### src/rtl/assert_macros.svh
// Assertion macros shared by the register link master RTL.
// No dependencies; included by the modules that check their own logic.
`ifndef ASSERT_MACROS_SVH
`define ASSERT_MACROS_SVH

// Same-cycle implication, checked out of reset.
`define ASSERT_IMPL(lbl, clk, rst_n, ante, cons, msg) \
  lbl: assert property (@(posedge clk) disable iff (!rst_n) (ante) |-> (cons)) \
    else $error(msg);

// Next-cycle implication, checked out of reset.
`define ASSERT_NEXT(lbl, clk, rst_n, ante, cons, msg) \
  lbl: assert property (@(posedge clk) disable iff (!rst_n) (ante) |=> (cons)) \
    else $error(msg);

`endif

### src/rtl/urlm_pkg.sv
// Types and constants of the UART register link master.
// No dependencies; imported by urlm_core, urlm_out and the top level.
`default_nettype none

package urlm_pkg;

  localparam int unsigned REPLY_BYTES = 8;
  localparam int unsigned FRAME_BYTES = 7;
  localparam int unsigned IDX_W       = $clog2(REPLY_BYTES);
  localparam int unsigned BEAT_W      = $clog2(FRAME_BYTES);
  localparam int unsigned CFG_IDX_W   = 1;

  localparam logic [7:0] TX_HEAD0   = 8'hcf;
  localparam logic [7:0] TX_HEAD1   = 8'h55;
  localparam logic [7:0] RX_HEAD0   = 8'hce;
  localparam logic [7:0] RX_HEAD1   = 8'haa;
  localparam logic [7:0] RX_STAT_OK = 8'h01;

  localparam logic [3:0] CNT_MAX   = 4'hf;
  localparam logic [3:0] RST_LIMIT = 4'd3;

  localparam logic [CFG_IDX_W-1:0] CFG_MAX_SENDS = 1'b0;
  localparam logic [CFG_IDX_W-1:0] CFG_MAX_READS = 1'b1;

  typedef enum logic [1:0] {
    OP_WRITE   = 2'd0,
    OP_READ    = 2'd1,
    OP_RX_BYTE = 2'd2,
    OP_TIMEOUT = 2'd3
  } op_t;

  typedef enum logic [2:0] {
    ST_OK       = 3'd0,
    ST_NO_REPLY = 3'd1,
    ST_BAD_HEAD = 3'd2,
    ST_BAD_TYPE = 3'd3,
    ST_BAD_ADDR = 3'd4,
    ST_FAIL     = 3'd5,
    ST_BAD_SUM  = 3'd6
  } status_t;

  typedef enum logic {
    PH_IDLE = 1'b0,
    PH_WAIT = 1'b1
  } phase_t;

  typedef enum logic [1:0] {
    RES_NONE  = 2'd0,
    RES_FRAME = 2'd1,
    RES_DONE  = 2'd2
  } res_t;

  // What one request leaves for the output side: a frame, a completion or none.
  typedef struct packed {
    res_t        res;
    logic        is_read;
    logic [7:0]  addr;
    logic [7:0]  lo;
    logic [7:0]  hi;
    logic [7:0]  sum;
    logic        success;
    logic [15:0] rd_data;
    status_t     status;
  } desc_t;

  function automatic logic [3:0] sat_inc(input logic [3:0] x);
    sat_inc = (x == CNT_MAX) ? x : x + 4'd1;
  endfunction

endpackage

`default_nettype wire

### src/rtl/urlm_core.sv
// Command and reply state of the register link master: one request per cycle while accept is high.
// Depends on urlm_pkg and assert_macros.svh.
`default_nettype none

`include "assert_macros.svh"

module urlm_core
  import urlm_pkg::*;
(
  input  wire logic                 clk,
  input  wire logic                 rst_n,
  input  wire logic                 cfg_we,
  input  wire logic [CFG_IDX_W-1:0] cfg_index,
  input  wire logic [3:0]           cfg_data,
  input  wire logic                 accept,
  input  wire logic [1:0]           op,
  input  wire logic [7:0]           reg_addr,
  input  wire logic [15:0]          wr_data,
  input  wire logic [7:0]           rx_byte,
  output desc_t                     desc
);

  logic [3:0]       max_sends_r, max_reads_r;
  phase_t           phase_r, phase_nxt;
  logic             is_read_r, is_read_nxt;
  logic [7:0]       addr_r, addr_nxt;
  logic [15:0]      value_r, value_nxt;
  logic [3:0]       sends_r, sends_nxt;
  logic [3:0]       reads_r, reads_nxt;
  logic [IDX_W-1:0] idx_r, idx_nxt;
  logic [7:0]       sum_r, sum_nxt;
  logic [7:0]       low_r, low_nxt;
  logic [7:0]       high_r, high_nxt;
  status_t          err_r, err_nxt;

  logic [3:0] lim_sends, lim_reads, reads_inc;
  status_t    code, err_new, fail_st;
  logic       do_frame, do_fail, do_ok, retry;
  op_t        op_e;
  logic       idle_clean;

  assign op_e      = op_t'(op);
  assign lim_sends = (max_sends_r == 4'd0) ? 4'd1 : max_sends_r;
  assign lim_reads = (max_reads_r == 4'd0) ? 4'd1 : max_reads_r;
  assign reads_inc = sat_inc(reads_r);

  // Check of the current reply byte against its expected value.
  always_comb begin
    code = ST_OK;
    unique case (idx_r)
      3'd0: if (rx_byte != RX_HEAD0) code = ST_BAD_HEAD;
      3'd1: if (rx_byte != RX_HEAD1) code = ST_BAD_HEAD;
      3'd2: if (rx_byte != {7'd0, is_read_r}) code = ST_BAD_TYPE;
      3'd3: if (rx_byte != addr_r) code = ST_BAD_ADDR;
      3'd4: if (rx_byte != RX_STAT_OK) code = ST_FAIL;
      3'd5, 3'd6: code = ST_OK;
      default: if (rx_byte != sum_r) code = ST_BAD_SUM;
    endcase
    err_new = (err_r != ST_OK) ? err_r : code;
  end

  always_comb begin
    phase_nxt   = phase_r;
    is_read_nxt = is_read_r;
    addr_nxt    = addr_r;
    value_nxt   = value_r;
    sends_nxt   = sends_r;
    reads_nxt   = reads_r;
    idx_nxt     = idx_r;
    sum_nxt     = sum_r;
    low_nxt     = low_r;
    high_nxt    = high_r;
    err_nxt     = err_r;
    do_frame    = 1'b0;
    do_fail     = 1'b0;
    do_ok       = 1'b0;
    retry       = 1'b0;
    fail_st     = ST_NO_REPLY;

    if (accept) begin
      case (op_e)
        OP_WRITE, OP_READ: begin
          if (phase_r == PH_IDLE) begin
            is_read_nxt = op[0];
            addr_nxt    = reg_addr;
            value_nxt   = op[0] ? 16'd0 : wr_data;
            phase_nxt   = PH_WAIT;
            sends_nxt   = 4'd1;
            reads_nxt   = 4'd0;
            do_frame    = 1'b1;
          end
        end
        OP_TIMEOUT: begin
          if (phase_r == PH_WAIT) begin
            if (reads_inc < lim_reads) begin
              reads_nxt = reads_inc;
            end else begin
              retry   = 1'b1;
              fail_st = ST_NO_REPLY;
            end
          end
        end
        default: begin
          if (phase_r == PH_WAIT) begin
            if (idx_r == 3'd5) low_nxt = rx_byte;
            if (idx_r == 3'd6) high_nxt = rx_byte;
            if (idx_r >= 3'd2 && idx_r <= 3'd6) sum_nxt = sum_r + rx_byte;
            err_nxt = err_new;
            if (idx_r != IDX_W'(REPLY_BYTES - 1)) begin
              idx_nxt = idx_r + 1'b1;
            end else if (err_new != ST_OK) begin
              retry   = 1'b1;
              fail_st = err_new;
            end else begin
              do_ok = 1'b1;
            end
          end
        end
      endcase

      if (retry) begin
        if (sends_r < lim_sends) begin
          sends_nxt = sat_inc(sends_r);
          reads_nxt = 4'd0;
          do_frame  = 1'b1;
        end else begin
          do_fail = 1'b1;
        end
      end
      if (do_fail || do_ok) begin
        phase_nxt = PH_IDLE;
        sends_nxt = 4'd0;
        reads_nxt = 4'd0;
      end
      // Any frame, completion or timeout starts a fresh reply.
      if (do_frame || do_fail || do_ok || (op_e == OP_TIMEOUT && phase_r == PH_WAIT)) begin
        idx_nxt  = '0;
        sum_nxt  = 8'd0;
        low_nxt  = 8'd0;
        high_nxt = 8'd0;
        err_nxt  = ST_OK;
      end
    end
  end

  always_comb begin
    desc.res     = do_frame ? RES_FRAME : ((do_fail || do_ok) ? RES_DONE : RES_NONE);
    desc.is_read = is_read_nxt;
    desc.addr    = addr_nxt;
    desc.lo      = value_nxt[7:0];
    desc.hi      = value_nxt[15:8];
    desc.sum     = {7'd0, is_read_nxt} + addr_nxt + value_nxt[7:0] + value_nxt[15:8];
    desc.success = do_ok;
    desc.rd_data = (do_ok && is_read_r) ? {high_r, low_r} : 16'd0;
    desc.status  = do_ok ? ST_OK : fail_st;
  end

  always_ff @(posedge clk) begin
    if (!rst_n) begin
      max_sends_r <= RST_LIMIT;
      max_reads_r <= RST_LIMIT;
      phase_r     <= PH_IDLE;
      is_read_r   <= 1'b0;
      addr_r      <= 8'd0;
      value_r     <= 16'd0;
      sends_r     <= 4'd0;
      reads_r     <= 4'd0;
      idx_r       <= '0;
      sum_r       <= 8'd0;
      low_r       <= 8'd0;
      high_r      <= 8'd0;
      err_r       <= ST_OK;
    end else begin
      if (cfg_we) begin
        unique case (cfg_index)
          CFG_MAX_SENDS: max_sends_r <= cfg_data;
          default:       max_reads_r <= cfg_data;
        endcase
      end
      phase_r   <= phase_nxt;
      is_read_r <= is_read_nxt;
      addr_r    <= addr_nxt;
      value_r   <= value_nxt;
      sends_r   <= sends_nxt;
      reads_r   <= reads_nxt;
      idx_r     <= idx_nxt;
      sum_r     <= sum_nxt;
      low_r     <= low_nxt;
      high_r    <= high_nxt;
      err_r     <= err_nxt;
    end
  end

  assign idle_clean = sends_r == 4'd0 && reads_r == 4'd0 && idx_r == '0 && err_r == ST_OK;

  // Limits may be lowered mid-command, so the frame count is checked only as nonzero, not against its limit.
  `ASSERT_IMPL(a_idle_clear, clk, rst_n, phase_r == PH_IDLE, idle_clean, "stale state in idle")
  `ASSERT_IMPL(a_wait_sent, clk, rst_n, phase_r == PH_WAIT, sends_r != 4'd0, "wait, no frame")

endmodule

`default_nettype wire

### src/rtl/urlm_out.sv
// Result stage: holds one frame or completion and sends a frame one byte per output transfer.
// Depends on urlm_pkg and assert_macros.svh.
`default_nettype none

`include "assert_macros.svh"

module urlm_out
  import urlm_pkg::*;
(
  input  wire logic         clk,
  input  wire logic         rst_n,
  input  wire logic         load,
  input  wire desc_t        desc_in,
  output logic              take,
  output logic              out_valid,
  input  wire logic         out_ready,
  output logic              out_kind,
  output logic [7:0]        out_tx_byte,
  output logic              out_last,
  output logic              out_success,
  output logic [15:0]       out_rd_data,
  output logic [2:0]        out_status
);

  logic              valid_r;
  logic [BEAT_W-1:0] beat_r;
  desc_t             desc_r;
  logic              done;
  logic              step;

  assign done      = (desc_r.res == RES_DONE);
  assign out_valid = valid_r;
  assign out_kind  = done;
  assign out_last  = done || (beat_r == BEAT_W'(FRAME_BYTES - 1));
  assign take      = !valid_r || (out_ready && out_last);
  assign step      = valid_r && out_ready && !out_last;

  assign out_success = done ? desc_r.success : 1'b0;
  assign out_rd_data = done ? desc_r.rd_data : 16'd0;
  assign out_status  = done ? desc_r.status : ST_OK;

  always_comb begin
    out_tx_byte = 8'd0;
    if (!done) begin
      case (beat_r)
        3'd0:    out_tx_byte = TX_HEAD0;
        3'd1:    out_tx_byte = TX_HEAD1;
        3'd2:    out_tx_byte = {7'd0, desc_r.is_read};
        3'd3:    out_tx_byte = desc_r.addr;
        3'd4:    out_tx_byte = desc_r.lo;
        3'd5:    out_tx_byte = desc_r.hi;
        default: out_tx_byte = desc_r.sum;
      endcase
    end
  end

  always_ff @(posedge clk) begin
    if (!rst_n) begin
      valid_r <= 1'b0;
      beat_r  <= '0;
    end else if (load) begin
      valid_r <= 1'b1;
      beat_r  <= '0;
    end else if (valid_r && out_ready) begin
      if (out_last) begin
        valid_r <= 1'b0;
        beat_r  <= '0;
      end else begin
        beat_r <= beat_r + 1'b1;
      end
    end
  end

  always_ff @(posedge clk) begin
    if (load) desc_r <= desc_in;
  end

  `ASSERT_IMPL(a_done_single, clk, rst_n, valid_r && done, beat_r == '0, "late completion beat")
  `ASSERT_NEXT(a_beat_step, clk, rst_n, step, valid_r && beat_r == $past(beat_r) + 1'b1, "beat stuck")

endmodule

`default_nettype wire

### src/rtl/uart_register_link_master_unit.sv
// UART register link master: channels, command/reply state and result stage.
// Depends on urlm_pkg, urlm_core and urlm_out.
//
// Use: the in_ channel carries write and read commands, received link bytes
// and reply-window timeouts. A command taken in idle gives a 7-byte frame on
// the out_ channel (out_kind 0, one byte per transfer, out_last on the
// checksum); a finished command gives one completion (out_kind 1) with
// success, status and, for a read, the data. Timeouts that stay under
// max_reads and reply bytes before the eighth give no result.
// Latency: an accepted request is registered and its first result is shown
// the next cycle. Throughput: one request per cycle while it gives no result
// or a completion and out_ready is high; a frame holds the result stage until
// its 7 bytes are taken, one byte per transfer, and in_ready is low until its
// last byte is taken (in_ready rises in the cycle that byte goes).
// A stalled receiver (out_ready low) holds the current result and, once the
// stage is full, in_ready. cfg_ready is always high; registers hold limits.
// Reset (rst_n low, synchronous) empties the result stage, returns to idle
// and sets both limits to 3. No clearing pass is needed.
`default_nettype none

module uart_register_link_master_unit
  import urlm_pkg::*;
(
  input  wire logic                 clk,
  input  wire logic                 rst_n,
  input  wire logic                 cfg_valid,
  output logic                      cfg_ready,
  input  wire logic [CFG_IDX_W-1:0] cfg_index,
  input  wire logic [3:0]           cfg_data,
  input  wire logic                 in_valid,
  output logic                      in_ready,
  input  wire logic [1:0]           in_op,
  input  wire logic [7:0]           in_reg_addr,
  input  wire logic [15:0]          in_wr_data,
  input  wire logic [7:0]           in_rx_byte,
  output logic                      out_valid,
  input  wire logic                 out_ready,
  output logic                      out_kind,
  output logic [7:0]                out_tx_byte,
  output logic                      out_last,
  output logic                      out_success,
  output logic [15:0]               out_rd_data,
  output logic [2:0]                out_status
);

  desc_t desc;
  logic  take, accept, load;

  assign cfg_ready = 1'b1;
  assign in_ready  = take;
  assign accept    = in_valid && take;
  assign load      = accept && (desc.res != RES_NONE);

  urlm_core u_core (
    .clk       (clk),
    .rst_n     (rst_n),
    .cfg_we    (cfg_valid && cfg_ready),
    .cfg_index (cfg_index),
    .cfg_data  (cfg_data),
    .accept    (accept),
    .op        (in_op),
    .reg_addr  (in_reg_addr),
    .wr_data   (in_wr_data),
    .rx_byte   (in_rx_byte),
    .desc      (desc)
  );

  urlm_out u_out (
    .clk         (clk),
    .rst_n       (rst_n),
    .load        (load),
    .desc_in     (desc),
    .take        (take),
    .out_valid   (out_valid),
    .out_ready   (out_ready),
    .out_kind    (out_kind),
    .out_tx_byte (out_tx_byte),
    .out_last    (out_last),
    .out_success (out_success),
    .out_rd_data (out_rd_data),
    .out_status  (out_status)
  );

endmodule

`default_nettype wire
### config.mk
export PLATFORM = sky130hd
export DESIGN_NAME = uart_register_link_master_unit
export DESIGN_NICKNAME = d
export VERILOG_FILES = /design/src/rtl/urlm_pkg.sv /design/src/rtl/urlm_core.sv /design/src/rtl/urlm_out.sv /design/src/rtl/uart_register_link_master_unit.sv
export VERILOG_INCLUDE_DIRS = /design/src /design/src/rtl
export SDC_FILE = /design/constraint.sdc
export NUM_CORES = 1
export LEC_CHECK = 0
export ABC_AREA = 1
export BUFFER_PORTS_ARGS = -buffer_cell sky130_fd_sc_hd__buf_2
export CAP_MARGIN = 20
export CELL_PAD_IN_SITES_DETAIL_PLACEMENT = 1
export CELL_PAD_IN_SITES_GLOBAL_PLACEMENT = 1
export CORE_AREA = 2 2 133 135
export CTS_CLUSTER_SIZE = 12
export DETAILED_ROUTE_END_ITERATION = 6
export DIE_AREA = 0 0 135 137
export HOLD_SLACK_MARGIN = 0.08
export MAX_ROUTING_LAYER = met4
export PLACE_DENSITY_LB_ADDON = 0.1
export SETUP_SLACK_MARGIN = 0.05
export SYNTH_ARGS = -nofsm -noshare
export SYNTH_HDL_FRONTEND = slang
export SYNTH_SLANG_ARGS = --single-unit
### constraint.sdc
create_clock -name clk -period 4.7 [get_ports clk]
set_clock_uncertainty 0.1 [all_clocks]
set_input_delay 0.94 -clock clk [delete_from_list [all_inputs] [get_ports clk]]
set_output_delay 0.94 -clock clk [all_outputs]
set_load 0.02 [all_outputs]
# Yosys cells after proc, flatten, opt, wreduce, memory -nomap -nowiden
# Cells that the tools add are included.
[word_totals]
inputBits = 44
reg_bits = 131
out_inout_bits = 33
[classes]
add_sub_neg = 8
eq_ne = 26
n_reduce_logical = 46
n_lt_le_gt_ge = 4
n_mux = 94
n_bitwise = 5
[ops]
columns = ["cell", "n"]
rows = [
  ["two-way mux 8 bit", 16],
  ["two-way mux 16 bit", 5],
  ["two-way mux 4 bit", 15],
  ["case mux 8 bit (6 select lines)", 1],
  ["two-way mux 3 bit", 13],
  ["two-way mux 1 bit", 36],
  ["adder 8 bit", 3],
  ["equality test 3 bit (second input constant)", 6],
  ["case mux 3 bit (6 select lines)", 1],
  ["nonzero test 2 bit", 9],
  ["inequality test 8 bit", 2],
  ["inequality test 8 bit (second input constant)", 2],
  ["AND reduction 4 bit", 4],
  ["equality test 3 x 2 -> 1 bit (second input constant)", 4],
  ["two-way mux 2 bit", 5],
  ["AND reduction 2 bit", 5],
  ["adder 1 x 8 -> 8 bit", 1],
  ["adder 4 x 1 -> 4 bit (second input constant)", 2],
  ["equality test 4 bit (second input constant)", 2],
  ["logical NOT 4 bit", 2],
  ["< comparator 4 bit", 2],
  ["inequality test 8 x 1 -> 1 bit", 1],
  ["inequality test 8 x 1 -> 1 bit (second input constant)", 1],
  ["case mux 4 bit (2 select lines)", 1],
  ["other kinds (21)", 44],
]

# Longest topological paths before layout
[logic_depth]
word_depth = 20
depth_mapped = 25
depth_no_buf = 23

# Cells and area by module
# Synthesis repeated with hierarchy kept, for this count alone.
[unflattened]
cells_unflattened = 974
hier_area_um2 = 7514.7
[modules_own_cells]
columns = ["module", "area_each_um2", "n_inst", "cells_per_inst"]
rows = [
  ["urlm_core", 5077.4, 1, 762],
  ["urlm_out", 2411.1, 1, 206],
  ["uart_register_link_master_unit", 26.3, 1, 6],
]

# Worst setup path before layout
# OpenSTA, ideal clock, no wires.
[synth_path]
path_kind = "input port to flip-flop"
start = "input out_ready"
end = "register u_out.desc_r[27] (netlist name), data pin"
setup_slack_ns = 0.534
required_time_ns = 4.346
setup_time_ns = 0.254
arrival_time_ns = 3.812
cell_stages = 21
path_cell_list = "nand2_2 -> nand2_4 -> nand2_4 -> inv_2 -> nand3_4 -> buf_1 -> buf_2 -> nor2_1 -> a21oi_1 -> fa_1 -> ha_1 -> nand3_1 -> nand2_1 -> a21oi_1 -> o21bai_1 -> nand2_1 -> nand2_1 -> a21oi_1 -> xor2_1 -> xnor2_1 -> inv_1"
[synth_rtl]
columns = ["element", "line_no", "source"]
rows = [
  ["from (decl)", "uart_register_link_master_unit.sv:37", "input wire logic out_ready,"],
  ["to (signal assigned)", "urlm_out.sv:75", "if (load) desc_r <= desc_in;"],
  ["to (decl)", "urlm_out.sv:27", "desc_t desc_r;"],
]

==> qor.yml <==
run_status:
  outcome: "finished, final reports clean"
drt:
  via_per_inst: 5.01
  drt-pass1-iter-count: 4
  drc: 0
  drt_iter0_drc: 267
  wl_per_cell_um: 16.3
  drtAntennaViolNets: 0
  routed_wl_mm: 20.4
  vias: 6252
yosys:
  synth-seq-area-share: 0.427
  ys_ff_latch: 131
  synth_compound_area_frac: 0.112
  synthXorXnorAreaFrac: 0.0212
  synth_top_family_by_area: "simple AND/OR/NAND/NOR gates"
  synth-edff-count: 55
  synthSimpleGateAreaFrac: 0.261
  synth_area_mm2: 0.00742
  synth_top_cell_by_area: "edfxtp_1"
  synthTopCellsByArea: "edfxtp_1, dfxtp_1, nand2_1"
  netlist.area_leader.share: 0.222
  ys_types: 46
  synth_nets: 1018
  yosys.area_share.adder: 0.0799
  synth_cells: 932
  yosys_warnings: 0
  synthMuxAreaShare: 0
  avgSynthCellArea_um2: 7.97
  postSynth.asyncResetShare: 0
  synth_flop_cell: "dfxtp_1"
worst_setup_path:
  crit_chain: "nor2_4 -> inv_2 -> nand2_2 -> nand2_2 -> nand2_4 -> nand2_4 -> inv_2 -> nand3_4 -> nor2_8 -> buf_4 -> a21oi_1 -> fa_1 -> ha_1 -> inv_1 -> fa_1 -> o21ai_0 -> a21oi_1 -> o21ai_0 -> xor2_1"
  cp_max_fo: 19
  cp_data_required_time_ns: 4.76
  worstSetupEndpointType: "register"
  critPathKind: "reg2reg"
  slowest_stage: "fa_1"
  critPathMaxStageDelay_ns: 0.50
  rrSetupSlack_ns: 0.40
  crit_family: "adder cells"
  arrival_ns: 4.37
  worst-path-buf-inv: 4
  crit_path_start_kind: "register"
sta:
  report.final.slew_viol_count: 0
  fmax_mhz: 232
  setup_ws_ns: 0.397
  tightest_slew_ns: 0.689
  period_share: 0.915
  final_hold_viol_count: 0
  finalSetupTns_ns: 0
  setup_violations: 0
  period_needed_ns: 4.30
  rsz0062_at_grt: "no"
  max_slew_margin: 0.540
power:
  leakagePower_nw: 3.90
  powerDensity_mw_per_mm2: 356
  peakVddDrop_mv: 0.267
placed_design:
  port_buffers: 75
  dpl.cell_count: 1217
  dpl_cell_area_mm2: 0.00805
  gp_congestion: 0.832
  hpwl_mm: 14.8
  pre_cts_ws_ns: 0.179
grt:
  grt_pass1_vias: 6355
  grt_max_degree: 56
  grt_util_all_layers: 0.237
  grt_pass1_wl_mm: 32.7
  antenna_found_initial: 0
  globalRouteOverflowTotal: 0
floorplan:
  die_h_um: 137
  initial_utilization: 0.435
  design.core.area_mm2: 0.0171
  die_w_um: 135
  die-area_mm2: 0.0185
  ios: 77
  rows: 48
layout:
  final_common_cell: "nand2_1"
  n_fill_cell: 2159
  layoutNonFillerInstCount: 1249
  final_nets: 1097
  antenna_cells: 0
  layout-drive-gt1-share: 0.166
  area_growth_pct: 16.6
  finalInstanceArea_mm2: 0.00866
  final_cell_mix: "nand2_1, inv_1, nor2_1"
clock_tree:
  clock-sinks: 131
  holdBufCountCts: 0
  cts_root_buf: "clkbuf_16"
  cts_tree: "yes"
  htree_levels: 4
  cts_buffer_depth: 2
  insertion_delay_ns: 0.42
  clkTransAtPathRegs_ns: 0.06
  numCtsBuffers: 17
hold_path:
  hold_path.class: "reg2reg"
job:
  timing.max_cap.violations: 0
-- power breakdown --
part / internal (mW) / switching, mW / leakage, nW / total (mW)
Clock: 0.842 / 0.541 / 0.285 / 1.38
Sequential: 1.25 / 0.0233 / 1.15 / 1.27
Combinational: 0.145 / 0.283 / 2.46 / 0.428
Total: 2.24 / 0.847 / 3.90 / 3.08
-- stage by stage --
step           hold slack (ns)  utilization  total power, mW
5_1_grt                  0.403        0.508             3.20
3_3_place_gp             0.359        0.472             1.71
2_1_floorplan            0.329            -             1.58
4_1_cts                  0.380        0.507             3.11
6_report                 0.373        0.508             3.08
3_5_place_dp             0.359        0.472             1.72
-- worst register-to-register path, stage by stage (launching register included) --
cell and delay (ns):
edfxtp_1 0.40, nor2_4 0.30, inv_2 0.07, nand2_2 0.08, nand2_2 0.06, nand2_4 0.07
nand2_4 0.09, inv_2 0.09, nand3_4 0.23, nor2_8 0.20, buf_4 0.24, a21oi_1 0.11
fa_1 0.50, ha_1 0.21, inv_1 0.08, fa_1 0.40, o21ai_0 0.31, a21oi_1 0.14
o21ai_0 0.28, xor2_1 0.10
-- logic make-up (layout without fill, tap and decap cells) --
logic type | Yosys count | after routing
buffers and inverters | 184 | 276
AO/OA/AOI/OAI | 133 | 133
AND/OR/NAND/NOR | 423 | 423
XOR/XNOR | 18 | 18
other | 1 | 1
flip-flops | 131 | 131
adder cells (fa/ha/maj) | 42 | 42
-- cells in the mapped netlist (4+ instances only) --
cell	instances
a21oi_1	56
a21oi_2	8
a221oi_1	4
a22o_1	15
a31oi_1	5
a41oi_1	4
and2_1	13
buf_2	4
buf_4	4
clkbuf_1	13
dfxtp_1	76
edfxtp_1	55
fa_1	9
ha_1	33
inv_1	143
inv_2	12
nand2_1	197
nand2_2	8
nand3_1	46
nand4_1	15
nor2_1	114
nor2_2	4
nor2_4	6
nor3_1	7
o211ai_1	5
o21ai_0	25
xnor2_1	5
xor2_1	13
-- routing by layer --
metal  track usage  vias to the layer above  share of wire
li1              -                     3160              -
met1         0.284                     2968           0.44
met2         0.413                      100           0.50
met3        0.0385                       24          0.037
met4        0.0671                        0          0.014
met5             -                        -              0
-- sequential cells by signal, indices dropped and copies added (netlist names) --
| signal | count |
|---|---|
| u_core.phase_r | 1 |
| u_core.low_r | 8 |
| u_core.addr_r | 8 |
| u_core.idx_r | 3 |
| u_out.beat_r | 3 |
| u_core.high_r | 8 |
| u_out.desc_r | 55 |
| u_core.err_r | 3 |
| u_core.is_read_r | 1 |
| u_out.out_valid | 1 |
| u_core.sum_r | 8 |
| u_core.reads_r | 4 |
| u_core.max_sends_r | 4 |
| u_core.value_r | 16 |
| u_core.max_reads_r | 4 |
| u_core.sends_r | 4 |
-- path summary, 6_finish.rpt --
path / to / cells past startpoint / startpoint
hold / removal: u_core.max_sends_r[0] / 2 / u_core.max_sends_r[0]
setup / recovery: u_out.desc_r[26] / 19 / u_out.desc_r[53]
hold reg to reg: u_core.max_sends_r[0] / 2 / u_core.max_sends_r[0]
setup reg to reg: u_out.desc_r[26] / 19 / u_out.desc_r[53]
-- final cells by class --
type / instances / area (um^2) / share of cell area
Sequential cell: 131 / 3170 / 0.366
Tap cell: 225 / 282 / 0.0325
Timing Repair Buffer: 86 / 470 / 0.0543
Clock buffer: 18 / 429 / 0.0496
Clock inverter: 14 / 180 / 0.0208
Multi-Input combinational cell: 617 / 3530 / 0.408
Inverter: 158 / 593 / 0.0685
-- timing repair --
item | 4_1_cts | 5_1_grt
buffers inserted | 0 | 0
setup endpoints to repair | 0 | 1
resized for setup | 0 | 1
No activity file was read; power rests on OpenSTA's default activity.
